<file path="config.mk">
export PLATFORM = sky130hd
export DESIGN_NAME = e2q_prep
export DESIGN_NICKNAME = d
export VERILOG_FILES = /design/src/rtl/e2q_pkg.sv /design/src/rtl/e2q_prep.sv
export SDC_FILE = /design/constraint.sdc
export NUM_CORES = 1
export LEC_CHECK = 0
export ABC_AREA = 1
export BUFFER_PORTS_ARGS = -buffer_cell sky130_fd_sc_hd__buf_2
export CAP_MARGIN = 10
export CORE_AREA = 5 5 299 301
export CTS_CLUSTER_DIAMETER = 200
export DETAILED_ROUTE_END_ITERATION = 7
export DIE_AREA = 0 0 304 306
export HOLD_SLACK_MARGIN = 0.06
export RECOVER_POWER = 25
export SLEW_MARGIN = 0
export SYNTH_ARGS = -nofsm -noshare
export SYNTH_HDL_FRONTEND = slang
export SYNTH_SLANG_ARGS = --single-unit
export TNS_END_PERCENT = 1
</file>
<file path="constraint.sdc">
create_clock -name clk -period 0.8 [get_ports clk]
set_input_delay 0.12 -clock clk [delete_from_list [all_inputs] [get_ports clk]]
set_output_delay 0.12 -clock clk [all_outputs]
set_load 0.02 [all_outputs]
</file>
<file path="src/rtl/e2q_pkg.sv">
// Package for the Euler-angle to quaternion converter.
// Holds the CORDIC constants, the lane types and the Q30 rounding multiply.
// No dependencies.
`default_nettype none
package e2q_pkg;

	localparam int ANGLE_BITS_DEF    = 16;
	localparam int FRACTION_BITS_DEF = 14;
	localparam int FIELD_BITS        = 16;
	localparam int CORDIC_STEPS      = 28;
	localparam int LANES             = 3;
	// Datapath width of the rotators and products in Q30.
	localparam int CW                = 34;

	localparam logic [31:0] PI_Q30           = 32'd3373259426;
	localparam logic signed [CW-1:0] GAIN_Q30 = CW'(652032874);

	typedef logic signed [FIELD_BITS-1:0] field_t;
	typedef logic signed [CW-1:0] word_t;

	typedef struct packed {
		word_t x;
		word_t y;
		word_t z;
		logic  neg;
	} lane_t;

	typedef lane_t [LANES-1:0] lanes_t;

	function automatic word_t atan_q30(input int step);
		word_t r;
		case (step)
			0:  r = CW'(843314856);
			1:  r = CW'(497837829);
			2:  r = CW'(263043836);
			3:  r = CW'(133525158);
			4:  r = CW'(67021686);
			5:  r = CW'(33543515);
			6:  r = CW'(16775850);
			7:  r = CW'(8388437);
			8:  r = CW'(4194282);
			9:  r = CW'(2097149);
			10: r = CW'(1048575);
			11: r = CW'(524287);
			12: r = CW'(262143);
			13: r = CW'(131071);
			14: r = CW'(65535);
			15: r = CW'(32767);
			16: r = CW'(16383);
			17: r = CW'(8191);
			18: r = CW'(4095);
			19: r = CW'(2047);
			20: r = CW'(1023);
			21: r = CW'(511);
			22: r = CW'(255);
			23: r = CW'(127);
			24: r = CW'(63);
			25: r = CW'(31);
			26: r = CW'(15);
			27: r = CW'(7);
			default: r = '0;
		endcase
		return r;
	endfunction

	// Q30 product, rounded half up.
	function automatic word_t mul_q30(input word_t a, input word_t b);
		logic signed [2*CW-1:0] p;
		logic signed [2*CW-1:0] half;
		half = (2*CW)'(1) <<< 29;
		p = (2*CW)'(a) * (2*CW)'(b);
		p = p + half;
		return CW'(p >>> 30);
	endfunction

endpackage
`default_nettype wire

</file>
<file path="src/rtl/e2q_prep.sv">
// Front stage: maps each binary angle to its half angle in Q30 radians.
// Depends on e2q_pkg.
`default_nettype none
module e2q_prep import e2q_pkg::*; #(
	parameter int ANGLE_BITS = ANGLE_BITS_DEF
) (
	input  wire logic   clk,
	input  wire logic   arst_n,
	input  wire logic   en,
	input  wire logic   valid,
	input  wire field_t angle [LANES],
	output logic        valid_s1,
	output lanes_t      lanes_s1
);

	lanes_t lanes_d;

	always_comb begin
		for (int i = 0; i < LANES; i++) begin
			logic [ANGLE_BITS-1:0]  raw;
			logic [ANGLE_BITS-1:0]  mag;
			logic [ANGLE_BITS+31:0] prod;
			raw  = angle[i][ANGLE_BITS-1:0];
			// Two's complement negate also maps the most negative code to pi.
			mag  = raw[ANGLE_BITS-1] ? (~raw + 1'b1) : raw;
			if (raw[ANGLE_BITS-1] && mag == {1'b1, {(ANGLE_BITS-1){1'b0}}}) begin
				mag = {1'b1, {(ANGLE_BITS-1){1'b0}}};
			end
			prod = (ANGLE_BITS+32)'(mag) * (ANGLE_BITS+32)'(PI_Q30)
				+ ((ANGLE_BITS+32)'(1) << (ANGLE_BITS-1));
			lanes_d[i].z   = CW'(prod >> ANGLE_BITS);
			lanes_d[i].x   = GAIN_Q30;
			lanes_d[i].y   = '0;
			lanes_d[i].neg = raw[ANGLE_BITS-1];
		end
	end

	always_ff @(posedge clk or negedge arst_n) begin
		if (!arst_n) begin
			valid_s1 <= 1'b0;
		end else if (en) begin
			valid_s1 <= valid;
		end
	end

	always_ff @(posedge clk) begin
		if (en) begin
			lanes_s1 <= lanes_d;
		end
	end

endmodule
`default_nettype wire

</file>
=== Word-level counts from Yosys, hierarchy flattened ===
Index checks and enable logic that the tools add are counted.

* $add $sub $neg: 6
* Multipliers: 3
* Divide/modulo/power cells: 0
* $lt $le $gt $ge: 0
* Equality and inequality tests: 3
* Shift operators: 0
* Muxes and demuxes: 6
* Bitwise gates (word level): 3
* Reduce and logical (&&, ||, !) cells: 3

{| class="wikitable"
|+ Operator list
! operator !! number
|-
| 48-bit by 16-bit adder with 48-bit output, second input constant || 3
|-
| 16-bit by 31-bit multiplier with 47-bit output, second input constant || 3
|-
| 16-bit 2-to-1 mux || 6
|-
| 16-bit by 1-bit adder with 16-bit output, second input constant || 3
|-
| 16-bit equality test, second input constant || 3
|-
| 16-bit inverter || 3
|-
| 1-bit logical AND || 3
|}

* Register bits after elaboration: 100
* Bits in latches: 0
* Bits in writable memories: 0
* Bits in read-only memories: 0
* Bits of input ports: 52
* Output and inout bits: 310
* Logic and storage cells: 31
* Memories kept: 0

=== Logic depth before layout (Yosys ltp) ===
Gate-level depths: netlist of the first run.

* Depth in word-level cells: 8
* Depth in mapped cells: 39
* Depth with buffers taken out: 39

=== Worst setup path after synthesis of the first run ===
OpenSTA, ideal clock, no wires.

* Kind: input to register
* Start point: input angle[32] (netlist name)
* End point: register lanes_s1[28] (netlist name) (data pin)
* Library setup time: 252 ps
* Data arrival time: 6,784 ps
* Required time: 548 ps
* Path slack: -6,236 ps
* Stages: 34
* Buffers on the path: 0
* Cells stage by stage: inv_1 > ha_1 > nand3_4 > nor2_1 > nand3_1 > o31ai_1 > xor2_1 > inv_1 > fa_1 > inv_1 > fa_1 > fa_1 > fa_1 > inv_1 > fa_1 > inv_1 > fa_1 > inv_1 > ha_1 > a21oi_1 > o21ai_0 > o21bai_1 > a21oi_1 > nand2_1 > nand2_1 > nand2_1 > nor2_1 > nand2_2 > inv_2 > nand2_1 > nor2_4 > nand2_1 > nand2_1 > nand2_1

{| class="wikitable"
|+ RTL lines
! what !! line !! text
|-
| start: declaration || e2q_prep.sv:11 || <nowiki>input wire field_t angle [LANES],</nowiki>
|-
| end signal: assignment || e2q_prep.sv:48 || <nowiki>lanes_s1 <= lanes_d;</nowiki>
|-
| end: declaration || e2q_prep.sv:13 || <nowiki>output lanes_t lanes_s1</nowiki>
|}

==> key figures, run 1 <==
STA
  • Top achievable clock speed: around 160 MHz
  • Final setup slack of the worst path: -5640 ps
  • Worst clock skew: 0 ps
  • Unrepaired setup endpoints after global routing: true
  • Worst-margin pin slew: approximately 640 ps
  • Worst rel slew slack: ~57%
  • Final number of max-transition violations: 0
  • Final hold violation count: 0
  • Count of endpoints failing setup in the final report: ~200
  • Tmin final: between 6000 and 7000 ps
  • Fraction of the cycle the final worst path needs: 805%

Die
  • Die ar.: around 0.093 mm²
  • Initial core utilization: about two fifths
  • Die X-Extent: ~300 µm
  • Core Area: 0.0863 mm²
  • Height of the chip: about 310 µm
  • Number of top-level pins: 362
  • Std-Cell Rows: 108

Global route
  • Maximum number of pins on one net before global-route repair: 37
  • Total gr overflow: 0
  • Antenna violations before repair: 3
  • First-pass GRT wire length: around 170000 µm
  • Via count of the first global-routing pass: about 32000
  • Overall fraction of global-route tracks in use: between 20% and 30%

Route
  • Detail-routed net length per standard cell: 15.6 µm
  • Via density per instance: about 4.6
  • Total detailed-routing wirelength: 104000 µm
  • Router iterations before antenna repair: 5
  • Via count: between 30000 and 40000
  • Post-route ant nets: 0
  • Number of DRC markers in iteration 0: roughly 1500
  • Number of DRC violations after detailed routing: 0

Cells and area
  • Fin area: between 0.04 and 0.05 mm²
  • # fillers: between 8000 and 9000
  • Number of nets at the end of the flow: 6580
  • Register area: about 0.0030 mm²
  • Share of cells above drive strength 1: between 30% and 40%
  • Multi-input gate area in the final layout: ~0.03 mm²
  • Signed area change from the synthesized netlist to the final layout: 37.6%
  • Antenna cell count: 0

Synth
  • Share of the yosys chip area belonging to registers: ~9%
  • Total of warnings raised by yosys: 0
  • Number of storage elements in the synthesis netlist: 100
  • Share of flip-flops with an asynchronous set or reset: ~1.0%
  • Ranking of synthesized cells by instance count: sky130_fd_sc_hd__inv_1, sky130_fd_sc_hd__nand2_1, sky130_fd_sc_hd__ha_1
  • Most used flip-flop cell after synthesis: sky130_fd_sc_hd__edfxtp_1
  • Cells taking the most area after synthesis: sky130_fd_sc_hd__fa_1, sky130_fd_sc_hd__ha_1, sky130_fd_sc_hd__inv_1
  • Number of distinct library cells after synthesis: between 50 and 60
  • Number of flops mapped to enable cells by yosys: 99
  • Cell with the most instances after synthesis: sky130_fd_sc_hd__inv_1
  • Syn Area/Cell: between 7 and 8 µm²
  • Gate count after technology mapping: roughly 4400
  • Share of the synthesized area in the top cell type: a little over a quarter
  • Post-synthesis instance area: approximately 0.034 mm²
  • Largest area contributor in the netlist: sky130_fd_sc_hd__fa_1

Critical path
  • Worst Path Arrival: between 6000 and 7000 ps
  • CP most frequent cell: sky130_fd_sc_hd__buf_4
  • Critical path type: input port to flop
  • Critical Path Max Stage Delay: just over 600 ps
  • Standard cell with the maximum stage delay on the critical path: sky130_fd_sc_hd__fa_2
  • Number of buffer and inverter stages on the critical path: 12
  • Req. time, crit path: 940 ps
  • Largest delay share family, worst path: adder cells
  • Startpoint Class: input port
  • Type of element capturing the critical path: flop
  • Largest fanout of any net on the critical path: 3

Status
  • Failing checks: setup timing
  • Run status: complete, but fails checks

Place
  • Total cell area at the placement stage: 0.0434 mm²
  • Port bufs: between 150 and 200
  • Half-perimeter wire length of the detailed placement result: ~93000 µm
  • Routability Congestion: roughly 0.95

Clock tree
  • Clock network latency to the later pin of the worst-skew pair: around 380 ps
  • Library cell used as clock root buffer: sky130_fd_sc_hd__clkbuf_16
  • Clock-pin slew on the worst setup and hold paths: ~80 ps
  • Clock tree buffer depth: 2
  • Cts bufs inserted: 9
  • TritonCTS clock tree: built
  • Number of sinks driven by the clock tree: 100
  • H-tree Lvls: 3

Flow run
  • Max Cap Viol: 0

Min path
  • Hold WC Path Type: input port to flop
==> registers in the layout, summed over array words and instances (netlist names) <==
name and cells:
lanes_s1 99, valid_s1 1
==> cell usage in the layout, fill, tap and decap left out, types with 25 or more instances in the layout <==
cell	synthesis	routed
sky130_fd_sc_hd__inv_1	1045	985
sky130_fd_sc_hd__o21ai_0	88	35
sky130_fd_sc_hd__nor2_1	342	195
sky130_fd_sc_hd__xor2_1	90	61
sky130_fd_sc_hd__inv_2	17	74
sky130_fd_sc_hd__o21ai_1	5	32
sky130_fd_sc_hd__o21ai_2	1	25
sky130_fd_sc_hd__xnor2_1	36	26
sky130_fd_sc_hd__nand2_1	768	650
sky130_fd_sc_hd__fa_2	0	34
sky130_fd_sc_hd__nand4_1	30	30
sky130_fd_sc_hd__nand3_1	190	163
sky130_fd_sc_hd__buf_2	2	110
sky130_fd_sc_hd__a21oi_2	1	61
sky130_fd_sc_hd__a21oi_1	157	85
sky130_fd_sc_hd__conb_1	2	210
sky130_fd_sc_hd__fa_1	453	419
sky130_fd_sc_hd__nor2_4	19	88
sky130_fd_sc_hd__nand3b_1	32	32
sky130_fd_sc_hd__nor2_2	31	109
sky130_fd_sc_hd__nand3_2	10	34
sky130_fd_sc_hd__edfxtp_1	99	99
sky130_fd_sc_hd__buf_6	1	47
sky130_fd_sc_hd__nand2_2	45	150
sky130_fd_sc_hd__ha_1	537	475
sky130_fd_sc_hd__ha_4	0	58
sky130_fd_sc_hd__buf_4	211	1001
==> worst paths after layout <==
path	startpoint	to	slack (ps)	cells past startpoint
max	angle[33]	lanes_s1[23]	-5640	36
max reg2reg	valid_s1	valid_s1	60	1
min reg2reg	valid_s1	valid_s1	510	1
min	angle[15]	lanes_s1[206]	160	2
min in group asynchronous	arst_n	valid_s1	570	3
max in group asynchronous	arst_n	valid_s1	120	3
==> final cells by class <==
type                            count  share of cell area, %
Clock inverter                      7                  0.170
Clock buffer                        9                  0.478
Tap cell                         1155                   3.06
Timing Repair Buffer             1171                   18.5
Inverter                         1065                   8.54
Sequential cell                   100                   6.36
Multi-Input combinational cell   3191                   62.9
==> metrics by stage <==
stage / hold WS, ps / TNS [ps] / instances / utilization [%] / setup slack [ps]
5_1_grt: 165 / -572380 / 6698 / 54.6 / -5890
3_3_place_gp: -105 / -582530 / 6607 / 50.2 / -6400
6_report: 162 / -541370 / 6698 / 54.6 / -5640
2_1_floorplan: -176 / -508170 / 4573 / - / -5580
4_1_cts: 70.3 / -541650 / 6663 / 52.5 / -5550
3_5_place_dp: -104 / -587720 / 6607 / 50.2 / -6360
==> what timing repair did <==
action                                  in CTS  in global routing
endpoints found under the setup margin     196                196
hold buffers                                 4                  0
buffers inserted                            36                 35
endpoints found under the hold margin        3                  0
pin swaps                                  124                209
gates resized for setup                    340                433
==> kinds of logic after synthesis <==
family | count (synthesis) | synth area share, %
buf+inv | 1282 | 16.4
flops | 100 | 8.75
xor+xnor | 128 | 3.31
simple gates | 1541 | 20.3
compound gates | 321 | 5.20
mux | 1 | 0.0328
other cells | 2 | 0.0219
fa+ha+maj | 990 | 46.1
==> layer usage <==
| layer | share of wire (%) | global-route usage [%] |
|---|---|---|
| met3 | 5.0 | 2.55 |
| met1 | 45 | 30.4 |
| met5 | 0 | 0 |
| met2 | 47 | 37.8 |
| met4 | 2.6 | 5.52 |
Power of run 1 is not shown: default switching activity piles up to over one toggle a cycle in this logic, so the estimate is an artifact.
==> run 2, diff against run 1 <==
--- a/config.mk
+++ b/config.mk
@@ -13,7 +13,7 @@
 export DETAILED_ROUTE_END_ITERATION = 7
 export DIE_AREA = 0 0 304 306
 export HOLD_SLACK_MARGIN = 0.06
-export RECOVER_POWER = 25
+export RECOVER_POWER = 50
 export SLEW_MARGIN = 0
 export SYNTH_ARGS = -nofsm -noshare
 export SYNTH_HDL_FRONTEND = slang
==> key figures, run 2 (synthesized netlist as in run 1, its figures left out) <==
Critical path
  • Req. time, crit path: about 940 ps
  • Type of element capturing the critical path: flop
  • Largest fanout of any net on the critical path: 3
  • Beginning of the worst register-to-register path: valid_s1
  • Startpoint Class: input port
  • Standard cell with the maximum stage delay on the critical path: sky130_fd_sc_hd__fa_2
  • Number of buffer and inverter stages on the critical path: 12
  • Worst Path Arrival: 6580 ps
  • Worst reg2reg setup slack: around 60 ps
  • CP most frequent cell: sky130_fd_sc_hd__buf_4
  • Reg-to-reg critical path endpoint: valid_s1
  • Critical path type: input port to flop
  • Critical Path Max Stage Delay: a little over 600 ps
  • Worst Reg2Reg Path Length in Cells: 1
  • Largest delay share family, worst path: adder cells

Cells and area
  • Antenna cell count: 0
  • Most frequent cells in the layout: sky130_fd_sc_hd__buf_4, sky130_fd_sc_hd__inv_1, sky130_fd_sc_hd__nand2_1
  • Share of the core filled with cells in the final layout: 54.6%
  • Largest regs: lanes_s1 x99, valid_s1 x1
  • Largest register by flop count: lanes_s1
  • Number of flip-flops under the largest register name: 99
  • Share of cells above drive strength 1: between 30% and 40%
  • Number of non-filler instances in the completed layout: 6698
  • Most common cell after layout, fill and taps aside: sky130_fd_sc_hd__buf_4
  • Number of nets at the end of the flow: roughly 6600
  • Signed area change from the synthesized netlist to the final layout: 37.6%

Die
  • Number of top-level pins: 362
  • Initial core utilization: approximately two fifths
  • Die X-Extent: between 300 and 400 µm
  • Height of the chip: approximately 300 µm
  • Core Area: ~0.086 mm²
  • Std-Cell Rows: approximately 110
  • Die ar.: 0.0930 mm²

Route
  • Number of DRC markers in iteration 0: about 1500
  • Via density per instance: 4.59
  • Detail-routed net length per standard cell: around 16 µm
  • Post-route ant nets: 0
  • Total detailed-routing wirelength: between 100000 and 150000 µm
  • Router iterations before antenna repair: 5
  • Number of DRC violations after detailed routing: 0
  • Via count: between 30000 and 40000

STA
  • Worst-margin pin slew: about 640 ps
  • Worst rel slew slack: a little under three fifths
  • Final setup slack of the worst path: -5640 ps
  • Setup total negative slack: -541370 ps
  • Worst clock skew: 0 ps
  • Count of endpoints failing setup in the final report: 196
  • Final number of max-transition violations: 0
  • Unrepaired setup endpoints after global routing: true
  • Top achievable clock speed: ~160 MHz
  • Final hold violation count: 0
  • Fraction of the cycle the final worst path needs: 805%
  • Tmin final: between 6000 and 7000 ps

Global route
  • Total gr overflow: 0
  • Antenna violations before repair: 3
  • Via count of the first global-routing pass: 31900
  • Maximum number of pins on one net before global-route repair: 37
  • Overall fraction of global-route tracks in use: between 20% and 30%
  • First-pass GRT wire length: 166000 µm

Place
  • Setup slack after placement: -6360 ps
  • Port bufs: around 150
  • Half-perimeter wire length of the detailed placement result: 92800 µm
  • Routability Congestion: ~0.95
  • Inst Count DP: around 6600

Status
  • Run status: complete, but fails checks
  • Failing checks: setup timing

Clock tree
  • Clock network latency to the later pin of the worst-skew pair: 380 ps
  • Cts bufs inserted: 9
  • H-tree Lvls: 3
  • Clock tree buffer depth: 2
  • Clock-pin slew on the worst setup and hold paths: about 80 ps
  • Library cell used as clock root buffer: sky130_fd_sc_hd__clkbuf_16
  • TritonCTS clock tree: built
  • Number of sinks driven by the clock tree: 100

Flow run
  • Max Cap Viol: 0

Min path
  • Endpoint with the worst hold slack: lanes_s1[206]
  • Count of cells along the worst hold path: 2
  • Hold WC Path Type: input port to flop
  • Startpoint of the tightest hold check path: angle[15]
## run 2: final cells by class
class                   instances  area [µm²]
repair buffers               1171        8700
fillers                      8069       39200
multi-input cells            3191       29700
inverters                    1065        4030
flip-flops and latches        100        3000
clock buffers                   9         225
well taps                    1155        1450
clock inverters                 7        80.1
## run 2: layer usage
| layer | GRT usage (%) | vias up | routed length (µm) |
|---|---|---|---|
| li1 | - | 15400 | - |
| met1 | 30.4 | 14500 | 47000 |
| met4 | 5.52 | 0 | 2660 |
| met2 | 37.8 | 693 | 49600 |
| met3 | 2.55 | 114 | 5180 |
| met5 | 0 | - | 0 |
## run 2: repair_timing
item	in CTS	in global routing
gates resized for setup	340	433
endpoints found under the hold margin	3	0
hold buffers	4	0
pin swaps	124	209
setup endpoints to repair	196	196
setup buffers	36	35
## run 2: through the flow
step	cell area (µm²)	hold slack [ps]
final	47200	162
after global routing	47200	165
after CTS	45300	70.3
after detailed placement	43400	-104
after global placement	43400	-105
after floorplan	35700	-176
## run 2: worst max path at each step
stage | from | endpoint | slack (ps) | depth (start not counted)
finish | angle[33] | lanes_s1[23] | -5640 | 36
global route | angle[0] | lanes_s1[233] | -5890 | 34
CTS | angle[33] | lanes_s1[28] | -5550 | 34
detailed placement | angle[33] | lanes_s1[32] | -6360 | 34
global placement | angle[33] | lanes_s1[32] | -6400 | 34
floorplan | angle[33] | lanes_s1[28] | -5580 | 32
Power of run 2 is left out for the same reason.
